### src/rtl/frac_pkg.sv
// types, constants and command/status words shared by the fraction reducer
`timescale 1ns / 1ps
`default_nettype none
package frac_pkg;

  localparam int WIDTH = 31;
  localparam int CNT_W = $clog2(WIDTH + 1);

  typedef struct packed {
    logic [WIDTH-1:0] numerator;
    logic [WIDTH-1:0] denominator;
  } frac_in_t;

  typedef struct packed {
    logic [WIDTH-1:0] reduced_numerator;
    logic [WIDTH-1:0] reduced_denominator;
    logic [WIDTH-1:0] common_divisor;
    logic             zero_denominator;
  } frac_out_t;

  typedef enum logic [1:0] {
    DIV_EUC,
    DIV_NUM,
    DIV_DEN
  } div_sel_t;

  typedef enum logic [2:0] {
    ST_IDLE,
    ST_CHECK,
    ST_EUC,
    ST_EWAIT,
    ST_NWAIT,
    ST_DWAIT
  } state_t;

  typedef struct packed {
    logic     load;
    logic     div_go;
    div_sel_t div_sel;
    logic     euc_step;
    logic     save_rn;
    logic     emit;
    logic     emit_zero;
  } frac_cmd_t;

  typedef struct packed {
    logic den_zero;
    logic b_zero;
    logic div_busy;
  } frac_status_t;

endpackage
`default_nettype wire

### src/rtl/frac_dp.sv
// datapath: operand registers, bit-serial divider and result register
`timescale 1ns / 1ps
`default_nettype none
module frac_dp (
  input  wire logic                 clk,
  input  wire logic                 rst,
  input  wire frac_pkg::frac_in_t   operand,
  input  wire frac_pkg::frac_cmd_t  cmd,
  output frac_pkg::frac_status_t    status,
  output frac_pkg::frac_out_t       result,
  output logic                      done
);
  import frac_pkg::*;

  logic [WIDTH-1:0] num;
  logic [WIDTH-1:0] den;
  logic [WIDTH-1:0] a;
  logic [WIDTH-1:0] b;
  logic [WIDTH-1:0] rn;
  logic [WIDTH-1:0] dvd;
  logic [WIDTH-1:0] dvs;
  logic [WIDTH-1:0] rem;
  logic [CNT_W-1:0] cnt;
  logic             run;

  logic [WIDTH:0]   rem_sh;
  logic             ge;
  logic [WIDTH-1:0] go_dvd;

  assign rem_sh = {rem, dvd[WIDTH-1]};
  assign ge     = rem_sh >= {1'b0, dvs};

  always_comb begin
    unique case (cmd.div_sel)
      DIV_EUC: go_dvd = a;
      DIV_NUM: go_dvd = num;
      DIV_DEN: go_dvd = den;
      default: go_dvd = a;
    endcase
  end

  assign status.den_zero = (den == '0);
  assign status.b_zero   = (b == '0);
  assign status.div_busy = run;

  // operands
  always_ff @(posedge clk) begin
    if (cmd.load) begin
      num <= operand.numerator;
      den <= operand.denominator;
      a   <= operand.numerator;
      b   <= operand.denominator;
    end else if (cmd.euc_step) begin
      a <= b;
      b <= rem;
    end
    if (cmd.save_rn) begin
      rn <= dvd;
    end
  end

  // restoring divider, one quotient bit per cycle
  always_ff @(posedge clk) begin
    if (rst) begin
      run <= 1'b0;
      cnt <= '0;
    end else if (cmd.div_go) begin
      run <= 1'b1;
      cnt <= CNT_W'(WIDTH);
    end else if (run) begin
      cnt <= cnt - 1'b1;
      if (cnt == CNT_W'(1)) begin
        run <= 1'b0;
      end
    end
  end

  always_ff @(posedge clk) begin
    if (cmd.div_go) begin
      dvd <= go_dvd;
      dvs <= (cmd.div_sel == DIV_EUC) ? b : a;
      rem <= '0;
    end else if (run) begin
      dvd <= {dvd[WIDTH-2:0], ge};
      rem <= ge ? WIDTH'(rem_sh - {1'b0, dvs}) : rem_sh[WIDTH-1:0];
    end
  end

  // result word
  always_ff @(posedge clk) begin
    if (rst) begin
      done <= 1'b0;
    end else begin
      done <= cmd.emit;
    end
  end

  always_ff @(posedge clk) begin
    if (cmd.emit) begin
      if (cmd.emit_zero) begin
        result <= '{reduced_numerator: '0, reduced_denominator: '0,
                    common_divisor: '0, zero_denominator: 1'b1};
      end else begin
        result <= '{reduced_numerator: rn, reduced_denominator: dvd,
                    common_divisor: a, zero_denominator: 1'b0};
      end
    end
  end

endmodule
`default_nettype wire

### src/rtl/frac_ctrl.sv
// controller state machine sequencing the euclid steps and final divisions
`timescale 1ns / 1ps
`default_nettype none
module frac_ctrl (
  input  wire logic                   clk,
  input  wire logic                   rst,
  input  wire logic                   start,
  input  wire frac_pkg::frac_status_t status,
  output frac_pkg::frac_cmd_t         cmd,
  output logic                        busy
);
  import frac_pkg::*;

  state_t state;
  state_t state_next;

  always_ff @(posedge clk) begin
    if (rst) begin
      state <= ST_IDLE;
    end else begin
      state <= state_next;
    end
  end

  always_comb begin
    state_next = state;
    unique case (state)
      ST_IDLE:  if (start) state_next = ST_CHECK;
      ST_CHECK: state_next = status.den_zero ? ST_IDLE : ST_EUC;
      ST_EUC:   state_next = status.b_zero ? ST_NWAIT : ST_EWAIT;
      ST_EWAIT: if (!status.div_busy) state_next = ST_EUC;
      ST_NWAIT: if (!status.div_busy) state_next = ST_DWAIT;
      ST_DWAIT: if (!status.div_busy) state_next = ST_IDLE;
      default:  state_next = ST_IDLE;
    endcase
  end

  always_comb begin
    cmd         = '0;
    cmd.div_sel = DIV_EUC;
    busy        = (state != ST_IDLE);
    unique case (state)
      ST_IDLE: begin
        cmd.load = start;
      end
      ST_CHECK: begin
        cmd.emit      = status.den_zero;
        cmd.emit_zero = status.den_zero;
      end
      ST_EUC: begin
        cmd.div_go  = 1'b1;
        cmd.div_sel = status.b_zero ? DIV_NUM : DIV_EUC;
      end
      ST_EWAIT: begin
        cmd.euc_step = !status.div_busy;
      end
      ST_NWAIT: begin
        cmd.save_rn = !status.div_busy;
        cmd.div_go  = !status.div_busy;
        cmd.div_sel = DIV_DEN;
      end
      ST_DWAIT: begin
        cmd.emit = !status.div_busy;
      end
      default: begin
        cmd = '0;
      end
    endcase
  end

endmodule
`default_nettype wire

### src/rtl/fraction_reducer_euclid.sv
// top level: fraction reduction by euclid's gcd with a shared serial divider
// a zero denominator needs no division; else the divider runs once per euclid
// remainder step, then for both quotients; one word in flight at a time
// the single bit-serial divider (one quotient bit a cycle) serves every division
// result shows for one cycle with done; the receiver cannot stall
// synchronous reset returns the controller to idle and clears done
`timescale 1ns / 1ps
`default_nettype none
module fraction_reducer_euclid (
  input  wire logic                clk,
  input  wire logic                rst,
  input  wire logic                start,
  output logic                     busy,
  input  wire frac_pkg::frac_in_t  operand,
  output logic                     done,
  output frac_pkg::frac_out_t      result
);
  import frac_pkg::*;

  frac_cmd_t    cmd;
  frac_status_t status;

  frac_ctrl u_ctrl (
    .clk    (clk),
    .rst    (rst),
    .start  (start),
    .status (status),
    .cmd    (cmd),
    .busy   (busy)
  );

  frac_dp u_dp (
    .clk     (clk),
    .rst     (rst),
    .operand (operand),
    .cmd     (cmd),
    .status  (status),
    .result  (result),
    .done    (done)
  );

  a_done_idle: assert property (@(posedge clk) disable iff (rst)
    done |-> !busy)
    else $error("result word while busy");

  a_start_busy: assert property (@(posedge clk) disable iff (rst)
    start && !busy |=> busy)
    else $error("accepted word did not start work");

  a_gcd_nonzero: assert property (@(posedge clk) disable iff (rst)
    done && !result.zero_denominator |-> result.common_divisor != '0)
    else $error("zero divisor on valid fraction");

  a_zero_den: assert property (@(posedge clk) disable iff (rst)
    done && result.zero_denominator |->
      result.reduced_numerator == '0 && result.reduced_denominator == '0 &&
      result.common_divisor == '0)
    else $error("zero denominator result not cleared");

endmodule
`default_nettype wire

### config.mk
export PLATFORM = sky130hd
export DESIGN_NAME = fraction_reducer_euclid
export DESIGN_NICKNAME = d
export VERILOG_FILES = /design/src/rtl/frac_pkg.sv /design/src/rtl/frac_dp.sv /design/src/rtl/frac_ctrl.sv /design/src/rtl/fraction_reducer_euclid.sv
export SDC_FILE = /design/constraint.sdc
export NUM_CORES = 1
export LEC_CHECK = 0
export ABC_AREA = 0
export BUFFER_PORTS_ARGS = -buffer_cell sky130_fd_sc_hd__buf_4
export CORE_ASPECT_RATIO = 1.4
export CORE_MARGIN = 4
export CORE_UTILIZATION = 40
export CTS_CLUSTER_SIZE = 16
export DETAILED_ROUTE_END_ITERATION = 10
export GPL_ROUTABILITY_DRIVEN = 0
export HOLD_SLACK_MARGIN = 0.03
export PLACE_DENSITY = 0.7
export SETUP_SLACK_MARGIN = 0.15
export SYNTH_ARGS = -nofsm -noshare
export SYNTH_HDL_FRONTEND = slang
export SYNTH_SLANG_ARGS = --single-unit
### constraint.sdc
create_clock -name clk -period 5.7 [get_ports clk]
set_input_delay 0 -clock clk [delete_from_list [all_inputs] [get_ports clk]]
set_output_delay 0 -clock clk [all_outputs]
set_load 0.05 [all_outputs]
[Word-level counts from Yosys, hierarchy flattened]
Cells that the tools add are included.
Operators by class
  $add $sub $neg: 2
  equal/unequal tests: 12
  order comparisons: 1
  multiplexer cells: 29
  reduce and logical (&&, ||, !) cells: 9
Operators by type and width (number)
  two-way mux 31 bit: 8
  zero test 31 bit: 2
  one-hot mux 31 bit (2 select lines): 1
  greater-or-equal comparator 32 x 31 -> 1 bit: 1
  subtractor 31 bit: 1
  one-hot mux 3 bit (6 select lines): 1
  two-way mux 3 bit: 5
  two-way mux 5 bit: 2
  two-way mux 1 bit: 9
  inequality test 2 bit (second input constant): 4
  equality test 3 x 2 -> 1 bit (second input constant): 2
  equality test 3 bit (second input constant): 2
  one-hot mux 3 bit (2 select lines): 1
  equality test 5 x 1 -> 1 bit (second input constant): 1
  subtractor 5 x 1 -> 5 bit (second input constant): 1
  AND reduction 4 bit: 1
  nonzero test 2 bit: 2
  equality test 3 x 1 -> 1 bit (second input constant): 1
  zero test 3 bit: 1
  nonzero test 3 bit: 1
  equality test 2 x 1 -> 1 bit (second input constant): 1
  equality test 2 bit (second input constant): 1
  zero test 2 bit: 1
  two-way mux 2 bit: 1
  other kinds (2): 2
Storage, ports and cells
  flip-flop bits (word level): 352
  input port bits: 65

[Logic depth before layout (Yosys ltp)]
  depth in word-level cells: 6
  depth in mapped cells: 14

[Modules after synthesis]
From an unflattened synthesis, not the netlist that was laid out.
Second synthesis, totals
  cells, all modules: 1184
  area, all modules: 15986.6 sq um
Modules (own cells, without submodules)
  frac_dp: area an instance 15720.1 sq um, cells an instance 1151, instances 1
  frac_ctrl: area an instance 266.5 sq um, cells an instance 33, instances 1

[Worst setup path after synthesis]
No wires, ideal clock.
  path type: register -> register
  from: register u_ctrl.state[0]
  to: register u_dp.a[0] (enable)
  cell stages (with the launch flop): 5
  slack: 1.416 ns
  library setup time: 0.502 ns
  required time: 5.198 ns
  path buffers: 1
  period minus slack after synthesis: 4.284 ns
  data arrival time: 3.782 ns
  cell sequence: dfxtp_1 > clkbuf_1 > nor2_1 > nand2_1 > a21oi_1
Between the ends
  word-level cells in the longest chain between the ends: 3
  elaborated cells between the ends (all ways): 5
  those cells by class: eq/ne (1); mux (2); reduce/logical (2)
Ends and longest elaborated chain
  from (decl): RTL line frac_ctrl.sv:14  | state_t state;
  from (signal assigned): RTL line frac_ctrl.sv:21  | state <= state_next;
  equality test 3 x 2 -> 1 bit / zero test 3 bit (equally long branches): RTL line frac_ctrl.sv:42  | unique case (state)
  two-way mux 1 bit: RTL line frac_ctrl.sv:42
  nonzero test 2 bit (no line) *
  to (signal assigned): RTL line frac_dp.sv:51  | a <= operand.numerator;
  to (decl): RTL line frac_dp.sv:17  | logic [WIDTH-1:0] a;
Every way passes the cells marked *; elsewhere a longest branch is shown, timed or not.
A chain may end at the register's enable or synchronous reset.

[Worst setup path after layout]
  from: register u_dp.b[12]
  to: register u_dp.dvd[0], data pin
Between the ends
  word-level cells in the longest chain between the ends: 6
  elaborated cells between the ends (all ways): 7
  those cells by class: eq/ne (2); mux (4); reduce/logical (1)
Ends and longest elaborated chain
  from (decl): RTL line frac_dp.sv:18  | logic [WIDTH-1:0] b;
  from (signal assigned): RTL line frac_dp.sv:52  | b <= operand.denominator;
  from (signal assigned): RTL line frac_dp.sv:55  | b <= rem;
  zero test 31 bit *: RTL line frac_dp.sv:43  | assign status.b_zero = (b == '0);
  two-way mux 1 bit *: RTL line frac_ctrl.sv:52  | cmd.div_sel = status.b_zero ? DIV_NUM : DIV_EUC;
  one-hot mux 3 bit (2 select lines) *: RTL line frac_ctrl.sv:42
  equality test 2 bit / equality test 2 x 1 -> 1 bit (equally long branches): RTL line frac_dp.sv:34  | unique case (cmd.div_sel)
  one-hot mux 31 bit (2 select lines) *: RTL line frac_dp.sv:34
  two-way mux 31 bit *: RTL line frac_dp.sv:79  | if (cmd.div_go) begin
  to (signal assigned): RTL line frac_dp.sv:80  | dvd <= go_dvd;
  to (signal assigned): RTL line frac_dp.sv:84  | dvd <= {dvd[WIDTH-2:0], ge};
  to (decl): RTL line frac_dp.sv:20  | logic [WIDTH-1:0] dvd;
Marked as above.

==> results.cfg <==
[outcome]
status = complete, no violations

[yosys]
seq_area_frac_synth = 0.645
syn-mean-instance-area_um2 = 13.0
netlist_area_mm2 = 0.0158
ys_warn_count = 0
ys.flop_type = edfxtp_1
synthCells = 1208
async_reset_ff_frac = 0
netlist-cell-type-count = 63
synth-seq-cells = 352
synth_edf_count = 311
syn_nets = 1310

[clock_tree]
h-tree-depth = 1
clock_latency_ps = 570
cts_tree = done
cts_resized = 0
clock-sinks = 352
cts.path.max_buffers = 3
numCtsBuffers = 31
cts_post_setup_buffers_inserted = 0
cts_root_buf = clkbuf_16
path_clk_slew_ps = 70

[timing]
hold_ws_ps = 153
fmax_ghz = 0.271
finalClockSkew_ps = 19.7
fin_crit_ps = 3700
drv_slew = 0
slew_headroom = 0.291
rsz0062_at_grt = no
finalCritPeriodShare = 0.648
worstMarginPinSlew_ps = 1060
fin_tns_setup_ps = 0
setup_violations = 0
hold_viol_final = 0

[cells_and_area]
final_cells = 1967
mostFrequentLayoutCell = edfxtp_1
layout_common_cells = 311 x edfxtp_1, 175 x buf_4, 96 x nor2b_1, 94 x mux2_2, 91 x nand2_1
diodes = 0
final_layout_size_suffix_gt1_frac = 0.239
syn2layout_area_growth_pct = 22.3
nets = 1522

[setup_path]
crit_path_end_kind = register
critPathBufInv = 2
cp.required_ps = 6020
crit_type = reg -> reg
cp_top_family = simple AND/OR/NAND/NOR gates
critPathSlowestCell = nor4_1
arrival_ps = 4020
critical_path_peak_fanout = 40
path_cells = nor4_1 > nand4_1 > or3_1 > inv_1 > ha_1 > buf_4 > o21ai_0 > mux2_2
worstSetupStartpointType = register
max_stage_delay_ps = 640

[global_route]
track_usage = 0.168
met3_usage = 0.0198
met1_usage = 0.209
antenna_found_initial = 0
busiest_layer = met2
grt_overflow = 0
grt_use_met2 = 0.297
grt_pass1_wl_um = 57400
grt_pass1_vias = 10100
grt_max_degree = 67

[floorplanning]
fp.dieW_um = 176
initial_utilization = 0.407
top_level_ports = 161
core_area_mm2 = 0.0387
rows = 85
fp.dieH_um = 243
die-area_mm2 = 0.0427

[hold_path]
hp-class = in -> reg

[routing]
vias_per_cell = 5.21
drc_errors = 0
drt-initial-drc-count = 738
route.vias.total = 10300
routedWlPerCell_um = 18.9
drt-total-wl_um = 37200
ant_nets = 0
first_pass_iters = 6

[power]
power.density_mw_per_mm2 = 335
peakVddDrop_mv = 0.230
p_leak_nw = 7.24

[job]
maxCapViolCount = 0

[place]
dp.cells = 1844
port_buffers = 160
dp_hpwl_um = 27100
[worst paths after layout]
kind                from          end  slack [ps]  depth (start not counted)
min           operand[9]  u_dp.den[9]         150                          2
max           u_dp.b[12]  u_dp.dvd[0]        2000                          8
min reg2reg  u_dp.dvd[9]   u_dp.rn[9]         470                          0
max reg2reg   u_dp.b[12]  u_dp.dvd[0]        2000                          8
[cell families after synthesis]
| group | share of synthesized area |
|---|---|
| adders and majority gates | 0.0299 |
| and+or+nand+nor | 0.0986 |
| muxes | 0.0799 |
| xor gates and xnor gates | 0.0161 |
| DFF | 0.645 |
| AOI/OAI and AO/OA | 0.102 |
| buffers and inverters | 0.0284 |
[synth_stat cells (all sizes together) (2+ instances only)]
library cell / count / area share
or3: 3 / 0.0013
ha: 36 / 0.029
o21a: 2 / 0.00095
buf: 21 / 0.0074
or2: 3 / 0.0012
nor2b: 96 / 0.038
a22oi: 36 / 0.017
or4: 2 / 0.0012
xor2: 15 / 0.0083
o22ai: 3 / 0.0016
a221o: 2 / 0.0013
nand3: 10 / 0.0032
dfxtp: 41 / 0.052
or3b: 2 / 0.0011
o2111ai: 2 / 0.0015
and2: 5 / 0.0020
edfxtp: 311 / 0.59
nand4: 5 / 0.0020
inv: 48 / 0.011
a31oi: 9 / 0.0045
nor4: 16 / 0.0064
o21ai: 83 / 0.026
a21oi: 75 / 0.025
nand2: 91 / 0.022
clkbuf: 40 / 0.0095
nor3: 7 / 0.0022
mux2i: 20 / 0.013
nand2b: 2 / 0.00079
xnor2: 14 / 0.0078
mux2: 94 / 0.067
a21o: 20 / 0.0095
o21bai: 8 / 0.0041
a211oi: 6 / 0.0029
nor2: 63 / 0.015
[metal layers]
layer / part of all wire / up-vias
met4: 0.039 / 0
met1: 0.41 / 4951
met2: 0.50 / 338
li1: - / 4874
met5: 0 / -
met3: 0.047 / 89
[sequential cells by signal (all words and copies together) (netlist names)]
| register | cells |
|---|---|
| u_dp.run | 1 |
| u_dp.result | 94 |
| u_ctrl.state | 3 |
| u_dp.a | 31 |
| u_dp.dvs | 31 |
| u_dp.dvd | 31 |
| u_dp.done | 1 |
| u_dp.rn | 31 |
| u_dp.cnt | 5 |
| u_dp.den | 31 |
| u_dp.num | 31 |
| u_dp.rem | 31 |
| u_dp.b | 31 |
[layout make-up]
type | count | area (µm²)
multi-input cells | 747 | 5200
fillers | 3337 | 19400
clock inverters | 21 | 293
clock buffers | 37 | 808
flip-flops and latches | 352 | 10200
well taps | 522 | 653
repair buffers | 240 | 1960
inverters | 48 | 180
[metrics by stage]
stage               worst slack, ps  power, W  cell area, µm²  utilization
floorplan                      1420   0.00389           15800            -
global placement               1930   0.00418           17500        0.452
detailed placement             2010   0.00421           17500        0.452
CTS                            2000   0.00649           19300        0.498
global route                   1830   0.00670           19300        0.498
finish                         2000   0.00645           19300        0.498
[repair_timing]
action / in CTS / in global routing
endpoints found under the hold margin: 134 / 0
setup endpoints to repair: 0 / 0
hold buffers: 65 / 0
[report_power, final]
group | switching, W | internal, W
Sequential | 0.000184 | 0.00314
Combinational | 0.000491 | 0.000381
Clock | 0.000928 | 0.00133
[worst reg2reg max path, stage by stage (launching register included)]
cell,delay (ps)
edfxtp_1,420
nor4_1,640
nand4_1,360
or3_1,520
inv_1,90
ha_1,540
buf_4,450
o21ai_0,170
mux2_2,270
Power figures use the tool's default switching activity.
